**src/rtl/barometric_pressure_compensation_defines.svh**
```systemverilog
// assertion macros for the pressure compensation block
`ifndef BAROMETRIC_PRESSURE_COMPENSATION_DEFINES_SVH
`define BAROMETRIC_PRESSURE_COMPENSATION_DEFINES_SVH
`define BPC_ASSERT_IMP(label, cond, prop) \
  label: assert property (@(posedge clk) disable iff (!rst_n) (cond) |-> (prop)) \
    else $error("check failed");
`define BPC_ASSERT_NXT(label, cond, prop) \
  label: assert property (@(posedge clk) disable iff (!rst_n) (cond) |=> (prop)) \
    else $error("check failed");
`endif

```
**src/rtl/bpc_pkg.sv**
```systemverilog
// ----------------------------------------------------------------------------
// bpc_pkg
// types, constants, register indices and state codes of the pressure compensation block
// ----------------------------------------------------------------------------
package bpc_pkg;
  localparam int unsigned WordW = 32;
  localparam logic [31:0] TempOffset = 32'd4000;
  localparam logic [31:0] KP1 = 32'd3038;
  localparam logic [31:0] KP2 = 32'hFFFF_E343; // -7357
  localparam logic [31:0] KP3 = 32'd3791;
  localparam logic [31:0] KB7 = 32'd50000;
  localparam logic [31:0] KHalf = 32'd32768;

  typedef enum logic [1:0] {
    REG_MODE = 2'd0,
    REG_GRP_A = 2'd1,
    REG_GRP_B = 2'd2,
    REG_GRP_C = 2'd3
  } reg_idx_t;

  typedef enum logic [5:0] {
    S_IDLE, S_T0, S_T1, S_T2, S_TDIV, S_TEND,
    S_P0, S_P1, S_P2, S_P3, S_P4, S_P5, S_P6, S_P7, S_P8, S_P9,
    S_PDIV, S_PQ, S_P10, S_P11, S_P12, S_P13, S_DONE
  } state_t;

  typedef struct packed {
    logic        start;
    logic [31:0] dividend;
    logic [31:0] divisor;
  } div_req_t;

  typedef struct packed {
    logic        busy;
    logic        done;
    logic [31:0] quotient;
  } div_rsp_t;

  function automatic logic [31:0] asr(input logic [31:0] v, input logic [4:0] s);
    asr = 32'($signed(v) >>> s);
  endfunction
endpackage

```
**src/rtl/bpc_if.sv**
```systemverilog
// ----------------------------------------------------------------------------
// bpc_in_if / bpc_out_if
// valid-ready channels of the block
// ----------------------------------------------------------------------------
interface bpc_in_if;
  logic        valid;
  logic        ready;
  logic        operation;
  logic [23:0] raw_sample;
  modport source (output valid, operation, raw_sample, input ready);
  modport sink (input valid, operation, raw_sample, output ready);
endinterface

interface bpc_out_if;
  logic               valid;
  logic               ready;
  logic               kind;
  logic signed [31:0] measurement;
  logic               status;
  modport source (output valid, kind, measurement, status, input ready);
  modport sink (input valid, kind, measurement, status, output ready);
endinterface

```
**src/rtl/bpc_div.sv**
```systemverilog
// ----------------------------------------------------------------------------
// bpc_div
// unsigned 32-bit restoring divider, one quotient bit a cycle
// ----------------------------------------------------------------------------
module bpc_div import bpc_pkg::*; (
  input  logic     clk,
  input  logic     rst_n,
  input  div_req_t req,
  output div_rsp_t rsp
);
  logic [31:0] rem_r, rem_nxt, quo_r, quo_nxt, dvs_r;
  logic [5:0]  cnt_r, cnt_nxt;
  logic        busy_r, busy_nxt, done_r, done_nxt;
  logic [32:0] trial;

  always_comb begin
    rem_nxt = rem_r;
    quo_nxt = quo_r;
    cnt_nxt = cnt_r;
    busy_nxt = busy_r;
    done_nxt = 1'b0;
    trial = {rem_r, quo_r[31]} - {1'b0, dvs_r};
    if (req.start) begin
      rem_nxt = '0;
      quo_nxt = req.dividend;
      cnt_nxt = 6'd32;
      busy_nxt = 1'b1;
    end else if (busy_r) begin
      if (!trial[32]) begin
        rem_nxt = trial[31:0];
      end else begin
        rem_nxt = {rem_r[30:0], quo_r[31]};
      end
      quo_nxt = {quo_r[30:0], ~trial[32]};
      cnt_nxt = cnt_r - 6'd1;
      if (cnt_r == 6'd1) begin
        busy_nxt = 1'b0;
        done_nxt = 1'b1;
      end
    end
  end

  always_ff @(posedge clk) begin
    if (!rst_n) begin
      busy_r <= 1'b0;
      done_r <= 1'b0;
      cnt_r <= '0;
    end else begin
      busy_r <= busy_nxt;
      done_r <= done_nxt;
      cnt_r <= cnt_nxt;
    end
    rem_r <= rem_nxt;
    quo_r <= quo_nxt;
    if (req.start) begin
      dvs_r <= req.divisor;
    end
  end

  assign rsp.busy = busy_r;
  assign rsp.done = done_r;
  assign rsp.quotient = quo_r;
endmodule

```
**src/rtl/barometric_pressure_compensation.sv**
```systemverilog
// ----------------------------------------------------------------------------
// barometric_pressure_compensation
// temperature and pressure compensation on one shared multiplier and divider
// ----------------------------------------------------------------------------
// channel  dir  payload
// in       in   operation, raw_sample
// out      out  kind, measurement, status
// cfg      in   cfg_we, cfg_index, cfg_data
// a temperature item runs S_T0 to S_T2, the divider and S_TEND, a pressure item S_P0 to
// S_P9, the divider, S_PQ and S_P10 to S_P12; a zero divisor ends it at S_T2 or S_P9
// the 32-step divider is the longest part of an item, at most one multiply per step
// in_ready is high only while idle with the output register empty
// a stalled result holds the block until it is taken
// reset is synchronous, active low; no clearing pass
module barometric_pressure_compensation import bpc_pkg::*; (
  input  logic        clk,
  input  logic        rst_n,
  bpc_in_if.sink      in_ch,
  bpc_out_if.source   out_ch,
  input  logic        cfg_we,
  input  logic [1:0]  cfg_index,
  input  logic [63:0] cfg_data
);
`include "barometric_pressure_compensation_defines.svh"
  state_t state_r, state_nxt;
  logic [1:0]  mode_r;
  logic [63:0] ga_r, gb_r;
  logic [31:0] gc_r;
  logic [31:0] b5_r, b5_nxt;
  logic        op_r;
  logic [23:0] raw_r;
  logic [31:0] a_r, a_nxt, b_r, b_nxt, c_r, c_nxt, d_r, d_nxt, e_r, e_nxt, f_r, f_nxt;
  logic        neg_r, neg_nxt;
  logic [31:0] ma, mb, mp;
  logic        ovalid_r, ovalid_nxt, ostat_r, ostat_nxt;
  logic [31:0] omeas_r, omeas_nxt;
  div_req_t    dreq;
  div_rsp_t    drsp;

  logic [31:0] ac1, ac2, ac3, ac4, ac5, ac6, b1, b2, mc, md;
  assign ac1 = {{16{ga_r[63]}}, ga_r[63:48]};
  assign ac2 = {{16{ga_r[47]}}, ga_r[47:32]};
  assign ac3 = {{16{ga_r[31]}}, ga_r[31:16]};
  assign ac4 = {16'd0, ga_r[15:0]};
  assign ac5 = {16'd0, gb_r[63:48]};
  assign ac6 = {16'd0, gb_r[47:32]};
  assign b1 = {{16{gb_r[31]}}, gb_r[31:16]};
  assign b2 = {{16{gb_r[15]}}, gb_r[15:0]};
  assign mc = {{16{gc_r[31]}}, gc_r[31:16]};
  assign md = {{16{gc_r[15]}}, gc_r[15:0]};

  assign mp = 32'(ma * mb);

  bpc_div u_div (.clk(clk), .rst_n(rst_n), .req(dreq), .rsp(drsp));

  assign in_ch.ready = (state_r == S_IDLE) && !ovalid_r;
  assign out_ch.valid = ovalid_r;
  assign out_ch.kind = op_r;
  assign out_ch.measurement = omeas_r;
  assign out_ch.status = ostat_r;

  always_comb begin
    state_nxt = state_r;
    a_nxt = a_r; b_nxt = b_r; c_nxt = c_r; d_nxt = d_r; e_nxt = e_r; f_nxt = f_r;
    neg_nxt = neg_r;
    b5_nxt = b5_r;
    ovalid_nxt = ovalid_r && !out_ch.ready;
    ostat_nxt = ostat_r;
    omeas_nxt = omeas_r;
    ma = '0;
    mb = '0;
    dreq = '0;
    case (state_r)
      S_IDLE: begin
        if (in_ch.valid && in_ch.ready) begin
          state_nxt = in_ch.operation ? S_P0 : S_T0;
        end
      end
      // x1 = ((ut-ac6)*ac5)>>15
      S_T0: begin
        ma = {16'd0, raw_r[15:0]} - ac6; mb = ac5;
        a_nxt = asr(mp, 5'd15);
        state_nxt = S_T1;
      end
      S_T1: begin
        b_nxt = a_r + md;
        c_nxt = mc << 11;
        state_nxt = S_T2;
      end
      S_T2: begin
        if (b_r == '0) begin
          ostat_nxt = 1'b1; omeas_nxt = '0; ovalid_nxt = 1'b1;
          state_nxt = S_IDLE;
        end else begin
          neg_nxt = b_r[31] ^ c_r[31];
          dreq.start = 1'b1;
          dreq.dividend = c_r[31] ? -c_r : c_r;
          dreq.divisor = b_r[31] ? -b_r : b_r;
          state_nxt = S_TDIV;
        end
      end
      S_TDIV: begin
        if (drsp.done) begin
          d_nxt = neg_r ? -drsp.quotient : drsp.quotient;
          state_nxt = S_TEND;
        end
      end
      S_TEND: begin
        b5_nxt = a_r + d_r;
        ostat_nxt = 1'b0;
        omeas_nxt = asr(a_r + d_r + 32'd8, 5'd4);
        ovalid_nxt = 1'b1;
        state_nxt = S_IDLE;
      end
      // pressure: a=b6, b=sq
      S_P0: begin
        a_nxt = b5_r - TempOffset;
        state_nxt = S_P1;
      end
      S_P1: begin
        ma = a_r; mb = a_r; b_nxt = asr(mp, 5'd12);
        state_nxt = S_P2;
      end
      S_P2: begin
        ma = b2; mb = b_r; c_nxt = asr(mp, 5'd11);
        state_nxt = S_P3;
      end
      S_P3: begin
        ma = ac2; mb = a_r; c_nxt = c_r + asr(mp, 5'd11);
        state_nxt = S_P4;
      end
      // c = b3
      S_P4: begin
        c_nxt = asr((((ac1 << 2) + c_r) << mode_r) + 32'd2, 5'd2);
        state_nxt = S_P5;
      end
      S_P5: begin
        ma = ac3; mb = a_r; d_nxt = asr(mp, 5'd13);
        state_nxt = S_P6;
      end
      S_P6: begin
        ma = b1; mb = b_r; d_nxt = asr(d_r + asr(mp, 5'd16) + 32'd2, 5'd2);
        state_nxt = S_P7;
      end
      // e = b4
      S_P7: begin
        ma = ac4; mb = d_r + KHalf; e_nxt = mp >> 15;
        state_nxt = S_P8;
      end
      // f = b7
      S_P8: begin
        ma = ({8'd0, raw_r} >> (4'd8 - {2'd0, mode_r})) - c_r;
        mb = KB7 >> mode_r;
        f_nxt = mp;
        state_nxt = S_P9;
      end
      S_P9: begin
        if (e_r == '0) begin
          ostat_nxt = 1'b1; omeas_nxt = '0; ovalid_nxt = 1'b1;
          state_nxt = S_IDLE;
        end else begin
          neg_nxt = f_r[31];
          dreq.start = 1'b1;
          dreq.dividend = f_r[31] ? f_r : (f_r << 1);
          dreq.divisor = e_r;
          state_nxt = S_PDIV;
        end
      end
      S_PDIV: begin
        if (drsp.done) begin
          a_nxt = neg_r ? (drsp.quotient << 1) : drsp.quotient;
          state_nxt = S_PQ;
        end
      end
      // a = p
      S_PQ: begin
        ma = asr(a_r, 5'd8); mb = asr(a_r, 5'd8); b_nxt = mp;
        state_nxt = S_P10;
      end
      S_P10: begin
        ma = b_r; mb = KP1; b_nxt = asr(mp, 5'd16);
        state_nxt = S_P11;
      end
      S_P11: begin
        ma = KP2; mb = a_r; c_nxt = asr(mp, 5'd16);
        state_nxt = S_P12;
      end
      S_P12: begin
        ostat_nxt = 1'b0;
        omeas_nxt = a_r + asr(b_r + c_r + KP3, 5'd4);
        ovalid_nxt = 1'b1;
        state_nxt = S_IDLE;
      end
      default: state_nxt = S_IDLE;
    endcase
  end

  always_ff @(posedge clk) begin
    if (!rst_n) begin
      state_r <= S_IDLE;
      ovalid_r <= 1'b0;
      b5_r <= '0;
      mode_r <= 2'd3;
      ga_r <= '0;
      gb_r <= '0;
      gc_r <= '0;
    end else begin
      state_r <= state_nxt;
      ovalid_r <= ovalid_nxt;
      b5_r <= b5_nxt;
      if (cfg_we) begin
        case (reg_idx_t'(cfg_index))
          REG_MODE: mode_r <= cfg_data[1:0];
          REG_GRP_A: ga_r <= cfg_data;
          REG_GRP_B: gb_r <= cfg_data;
          REG_GRP_C: gc_r <= cfg_data[31:0];
          default: ;
        endcase
      end
    end
    if (in_ch.valid && in_ch.ready) begin
      op_r <= in_ch.operation;
      raw_r <= in_ch.raw_sample;
    end
    a_r <= a_nxt; b_r <= b_nxt; c_r <= c_nxt; d_r <= d_nxt; e_r <= e_nxt; f_r <= f_nxt;
    neg_r <= neg_nxt;
    ostat_r <= ostat_nxt;
    omeas_r <= omeas_nxt;
  end

  `BPC_ASSERT_IMP(a_ready_idle, in_ch.ready, state_r == S_IDLE)
  `BPC_ASSERT_NXT(a_out_hold, out_ch.valid && !out_ch.ready, out_ch.valid)
  `BPC_ASSERT_IMP(a_div_wait, drsp.busy, state_r == S_TDIV || state_r == S_PDIV)
endmodule

```
**src/flat_wrapper.sv**
```systemverilog
// flat-port wrapper written by rule: the top's interface ports become plain ports
module barometric_pressure_compensation_flat import bpc_pkg::*;
  (clk, rst_n, cfg_we, cfg_index, cfg_data, in_ch_valid, in_ch_operation, in_ch_raw_sample, in_ch_ready, out_ch_valid, out_ch_kind, out_ch_measurement, out_ch_status, out_ch_ready);
  bpc_in_if in_ch_i ();
  bpc_out_if out_ch_i ();
  input  logic clk;
  input  logic rst_n;
  input  logic cfg_we;
  input  logic [1:0] cfg_index;
  input  logic [63:0] cfg_data;
  input wire logic [$bits(in_ch_i.valid)-1:0] in_ch_valid;
  input wire logic [$bits(in_ch_i.operation)-1:0] in_ch_operation;
  input wire logic [$bits(in_ch_i.raw_sample)-1:0] in_ch_raw_sample;
  output wire logic [$bits(in_ch_i.ready)-1:0] in_ch_ready;
  output wire logic [$bits(out_ch_i.valid)-1:0] out_ch_valid;
  output wire logic [$bits(out_ch_i.kind)-1:0] out_ch_kind;
  output wire logic [$bits(out_ch_i.measurement)-1:0] out_ch_measurement;
  output wire logic [$bits(out_ch_i.status)-1:0] out_ch_status;
  input wire logic [$bits(out_ch_i.ready)-1:0] out_ch_ready;
  assign in_ch_i.valid = in_ch_valid;
  assign in_ch_i.operation = in_ch_operation;
  assign in_ch_i.raw_sample = in_ch_raw_sample;
  assign in_ch_ready = in_ch_i.ready;
  assign out_ch_valid = out_ch_i.valid;
  assign out_ch_kind = out_ch_i.kind;
  assign out_ch_measurement = out_ch_i.measurement;
  assign out_ch_status = out_ch_i.status;
  assign out_ch_i.ready = out_ch_ready;
  barometric_pressure_compensation u_core (.clk(clk), .rst_n(rst_n), .in_ch(in_ch_i), .out_ch(out_ch_i), .cfg_we(cfg_we), .cfg_index(cfg_index), .cfg_data(cfg_data));
endmodule
```
**config.mk**
```make
export PLATFORM = sky130hd
export DESIGN_NAME = barometric_pressure_compensation_flat
export DESIGN_NICKNAME = d
export VERILOG_FILES = /design/src/rtl/bpc_pkg.sv /design/src/rtl/bpc_if.sv /design/src/rtl/bpc_div.sv /design/src/rtl/barometric_pressure_compensation.sv /design/src/flat_wrapper.sv
export VERILOG_INCLUDE_DIRS = /design/src /design/src/rtl
export SDC_FILE = /design/constraint.sdc
export NUM_CORES = 2
export LEC_CHECK = 0
export CAP_MARGIN = 5
export CORE_ASPECT_RATIO = 0.75
export CORE_MARGIN = 1.5
export CORE_UTILIZATION = 30
export DETAILED_ROUTE_END_ITERATION = 10
export DONT_BUFFER_PORTS = 1
export GPL_TIMING_DRIVEN = 0
export MAX_ROUTING_LAYER = met4
export PLACE_DENSITY = 0.43
export SKIP_CTS_REPAIR_TIMING = 1
export SLEW_MARGIN = 0
export SYNTH_ARGS = -nofsm -noshare
export SYNTH_HDL_FRONTEND = slang
export SYNTH_SLANG_ARGS = --single-unit
export TNS_END_PERCENT = 1
```
**constraint.sdc**
```tcl
create_clock -name clk -period 21.2 [get_ports clk]
set_clock_uncertainty 0.1 [all_clocks]
set_input_delay 1.06 -clock clk [delete_from_list [all_inputs] [get_ports clk]]
set_output_delay 1.06 -clock clk [all_outputs]
set_load 0.1 [all_outputs]
```
==> out/metrics.yaml <==
final.hold.worst_slack_ps: 362
type_of_the_tightest_min_delay_check: "register to register"
synth.yosys.seq_area_share_pct: 23.3
synth_top_area_cell: "edfxtp_1"
share_clk_of_total_power_pct: 17.9
placeableCoreArea_sq_mm: 0.197
vias: 55000
global_route_wire_length_before_repair_um: 410000
grt_start_max_net_pins: 39
ys_async_sr_fraction_pct: 0
reg2reg_from: "u_core.mode_r[1]"
largest_registers: "u_core.ga_r x64, u_core.gb_r x64"
power.static_leakage_uw: 0.0277
timing.final.hold_violations: 0
post_detailed_routing_wire_length_um: 297000
timing.critical_path.slowest_stage_cell: "nor4bb_1"
place_ws_ps: -879
floorplan.die_area_sq_mm: 0.201
sw_frac_of_total_pct: 51.0
violations: "max-capacitance violations, max-slew violations"
period_needed_ps: 20520
endpoint_kind: "register"
flow.area_growth_from_synthesis_pct: 11.5
detail_route.first_pass.iterations: 8
post_synth_design_cell_area_sq_mm: 0.0594
track_usage_pct: 29.9
globalRoute.totalOverflow: 0
critical_path_class: "register to register"
critical_path_peak_fanout: 38
synth.ff_latch_count: 540
max_slew_margin_pct: -0.671
fin_crit_sh_pct: 96.8
synth-edff-count: 300
achievable-frequency_mhz: 48.7
path_clk_slew_ps: 60
crit_top_cell: "xnor2_1"
fin_ws_ps: 677
avgRoutedWirePerCell_um: 30.4
pd_cells_mw_per_mm2: 107
clock_latency_ps: 690
clock_sinks: 540
setup_viol: 0
synth.avg_cell_area_sq_um: 8.55
dominantRegCellSynth: "edfxtp_1"
globalplace.congestion: 1.08
dp.cells: 9651
worst_ep_required_time_ps: 21470
fin_cells: 9786
floorplan.die.height_um: 388
timing.critical_path.from: "u_core.mode_r[1]"
antenna_left: 0
dp_hpwl_um: 245000
synth_top_cell_area_share_pct: 15.2
floorplan.die.width_um: 517
number_of_global_route_vias_before_repair: 51700
arrival_ps: 20790
power.combinational.fraction_pct: 56.0
internal_power_uw: 3480
postPlaceCellArea_sq_mm: 0.0638
cts_max_path_buffers: 3
drc_markers: 0
avgViaCountPerCell: 5.62
numCtsBuffers: 69
ys_top_cells_by_area: "edfxtp_1 (15%), fa_1 (14%), ha_1 (10%)"
clk_root_buffer_cell: "clkbuf_16"
worst_setup_path_start_kind: "register"
synth-warning-count: 0
drive_above_1_share_pct: 5.15
rsz0062_at_grt: "false"
maxSlewViolCount: 5
power_frac_seq_pct: 26.1
syn-instance-count: 6952
num_io_pins: 132
p_switching_uw: 3620
rows: 141
result_of_the_run: "finished with violations"
grt_antenna_before_repair: 14
irDropWorstVdd_mv: 0.0795
placement.io_buffers: 0
ctsHtreeMaxLevel: 3
layout.nets: 8071
worst-slew-pin-transition_ps: 1500
clock_tree_from_tritoncts: "built"
drt_iter0_drc: 6886
most-common-layout-cells: "nand2_1 (917), inv_1 (698), nor2_1 (608), ha_1 (480), fa_1 (417)"
postLayoutCellArea_sq_mm: 0.0662
final_common_cell: "nand2_1"
tns_ps: 0
post_synth_num_cell_types: 104
cap_violations: 1
min_from: "u_core.gb_r[40]"
floorplan.initialDensity_pct: 30.2
max_stage_delay_ps: 630
-- area by class of cell --
cell class | instances | area (sq um)
Timing Repair Buffer | 53 | 738
Inverter | 702 | 2640
Sequential cell | 540 | 13800
Buffer | 318 | 1280
Fill cell | 20900 | 131000
Clock inverter | 35 | 374
Clock buffer | 91 | 1960
Antenna cell | 8 | 20.0
Multi-Input combinational cell | 5394 | 42100
Tap cell | 2645 | 3310
-- synthesized netlist by cell type (27+ instances only) --
library cell,instances
xor2_1,178
nor2b_1,64
o221ai_1,76
a211oi_1,59
o21ai_0,283
fa_1,417
dfxtp_1,240
buf_2,31
a21boi_0,202
and3_1,52
nand2b_1,106
mux2i_1,133
nor2_1,611
o21a_1,48
nand4_1,39
a21oi_1,272
nor4_1,36
o22ai_1,34
clkbuf_1,252
a21o_1,102
or2_2,35
nor3_1,95
o211ai_1,27
ha_1,480
o21bai_1,45
a221o_1,43
nand2_1,917
inv_1,698
a221oi_1,44
o31ai_1,46
buf_1,30
xnor2_1,284
a22oi_1,68
a31oi_1,36
and2_1,41
nand3_1,122
or3_1,45
edfxtp_1,300
-- cell families after synthesis --
family,Yosys count,share of synthesized area [%]
simple gates,2260,17.2
compound gates,1598,18.7
buf+inv,1021,6.56
fa+ha+maj,897,24.2
flops,540,23.3
xor+xnor,473,7.21
mux,162,2.89
other cells,1,0.00631
-- path summary, 6_finish.rpt --
check                                        to  depth (start not counted)  slack, ps
worst min register to register  u_core.gb_r[40]                          2        360
worst min-delay path            u_core.gb_r[40]                          2        360
worst max register to register   u_core.d_r[29]                         64        680
worst max-delay path             u_core.d_r[29]                         64        680
-- power groups by stage --
stage	clock (uW)	sequential (uW)	combinational [uW]
finish	1270	1850	3970
global route	1330	1820	4260
CTS	1280	1800	3870
detailed placement	0	1820	3840
global placement	0	1840	3750
floorplan	0	1530	2610
-- critical path, delay by kind of cell (launching register included) --
family / cells / cell delay, ps
compound gates: 9 / 2500
xor+xnor: 16 / 4070
fa+ha+maj: 12 / 5460
buf+inv: 15 / 4280
flops: 1 / 370
mux: 2 / 790
simple gates: 10 / 2480
-- metrics by stage --
stage / total power, uW / util (%)
global route: 7410 / 33.6
finish: 7090 / 33.6
floorplan: 4140 / -
global placement: 5580 / 31.9
detailed placement: 5670 / 32.4
CTS: 6960 / 33.6
-- layer usage --
metal | GRT usage [%] | vias to the layer above | routed length (um)
li1 | - | 24500 | -
met1 | 43.6 | 27500 | 140000
met2 | 38.7 | 2666 | 113000
met3 | 8.40 | 444 | 31900
met4 | 10.1 | 0 | 12000
met5 | - | - | 0
No activity file was read; power rests on OpenSTA's default activity.
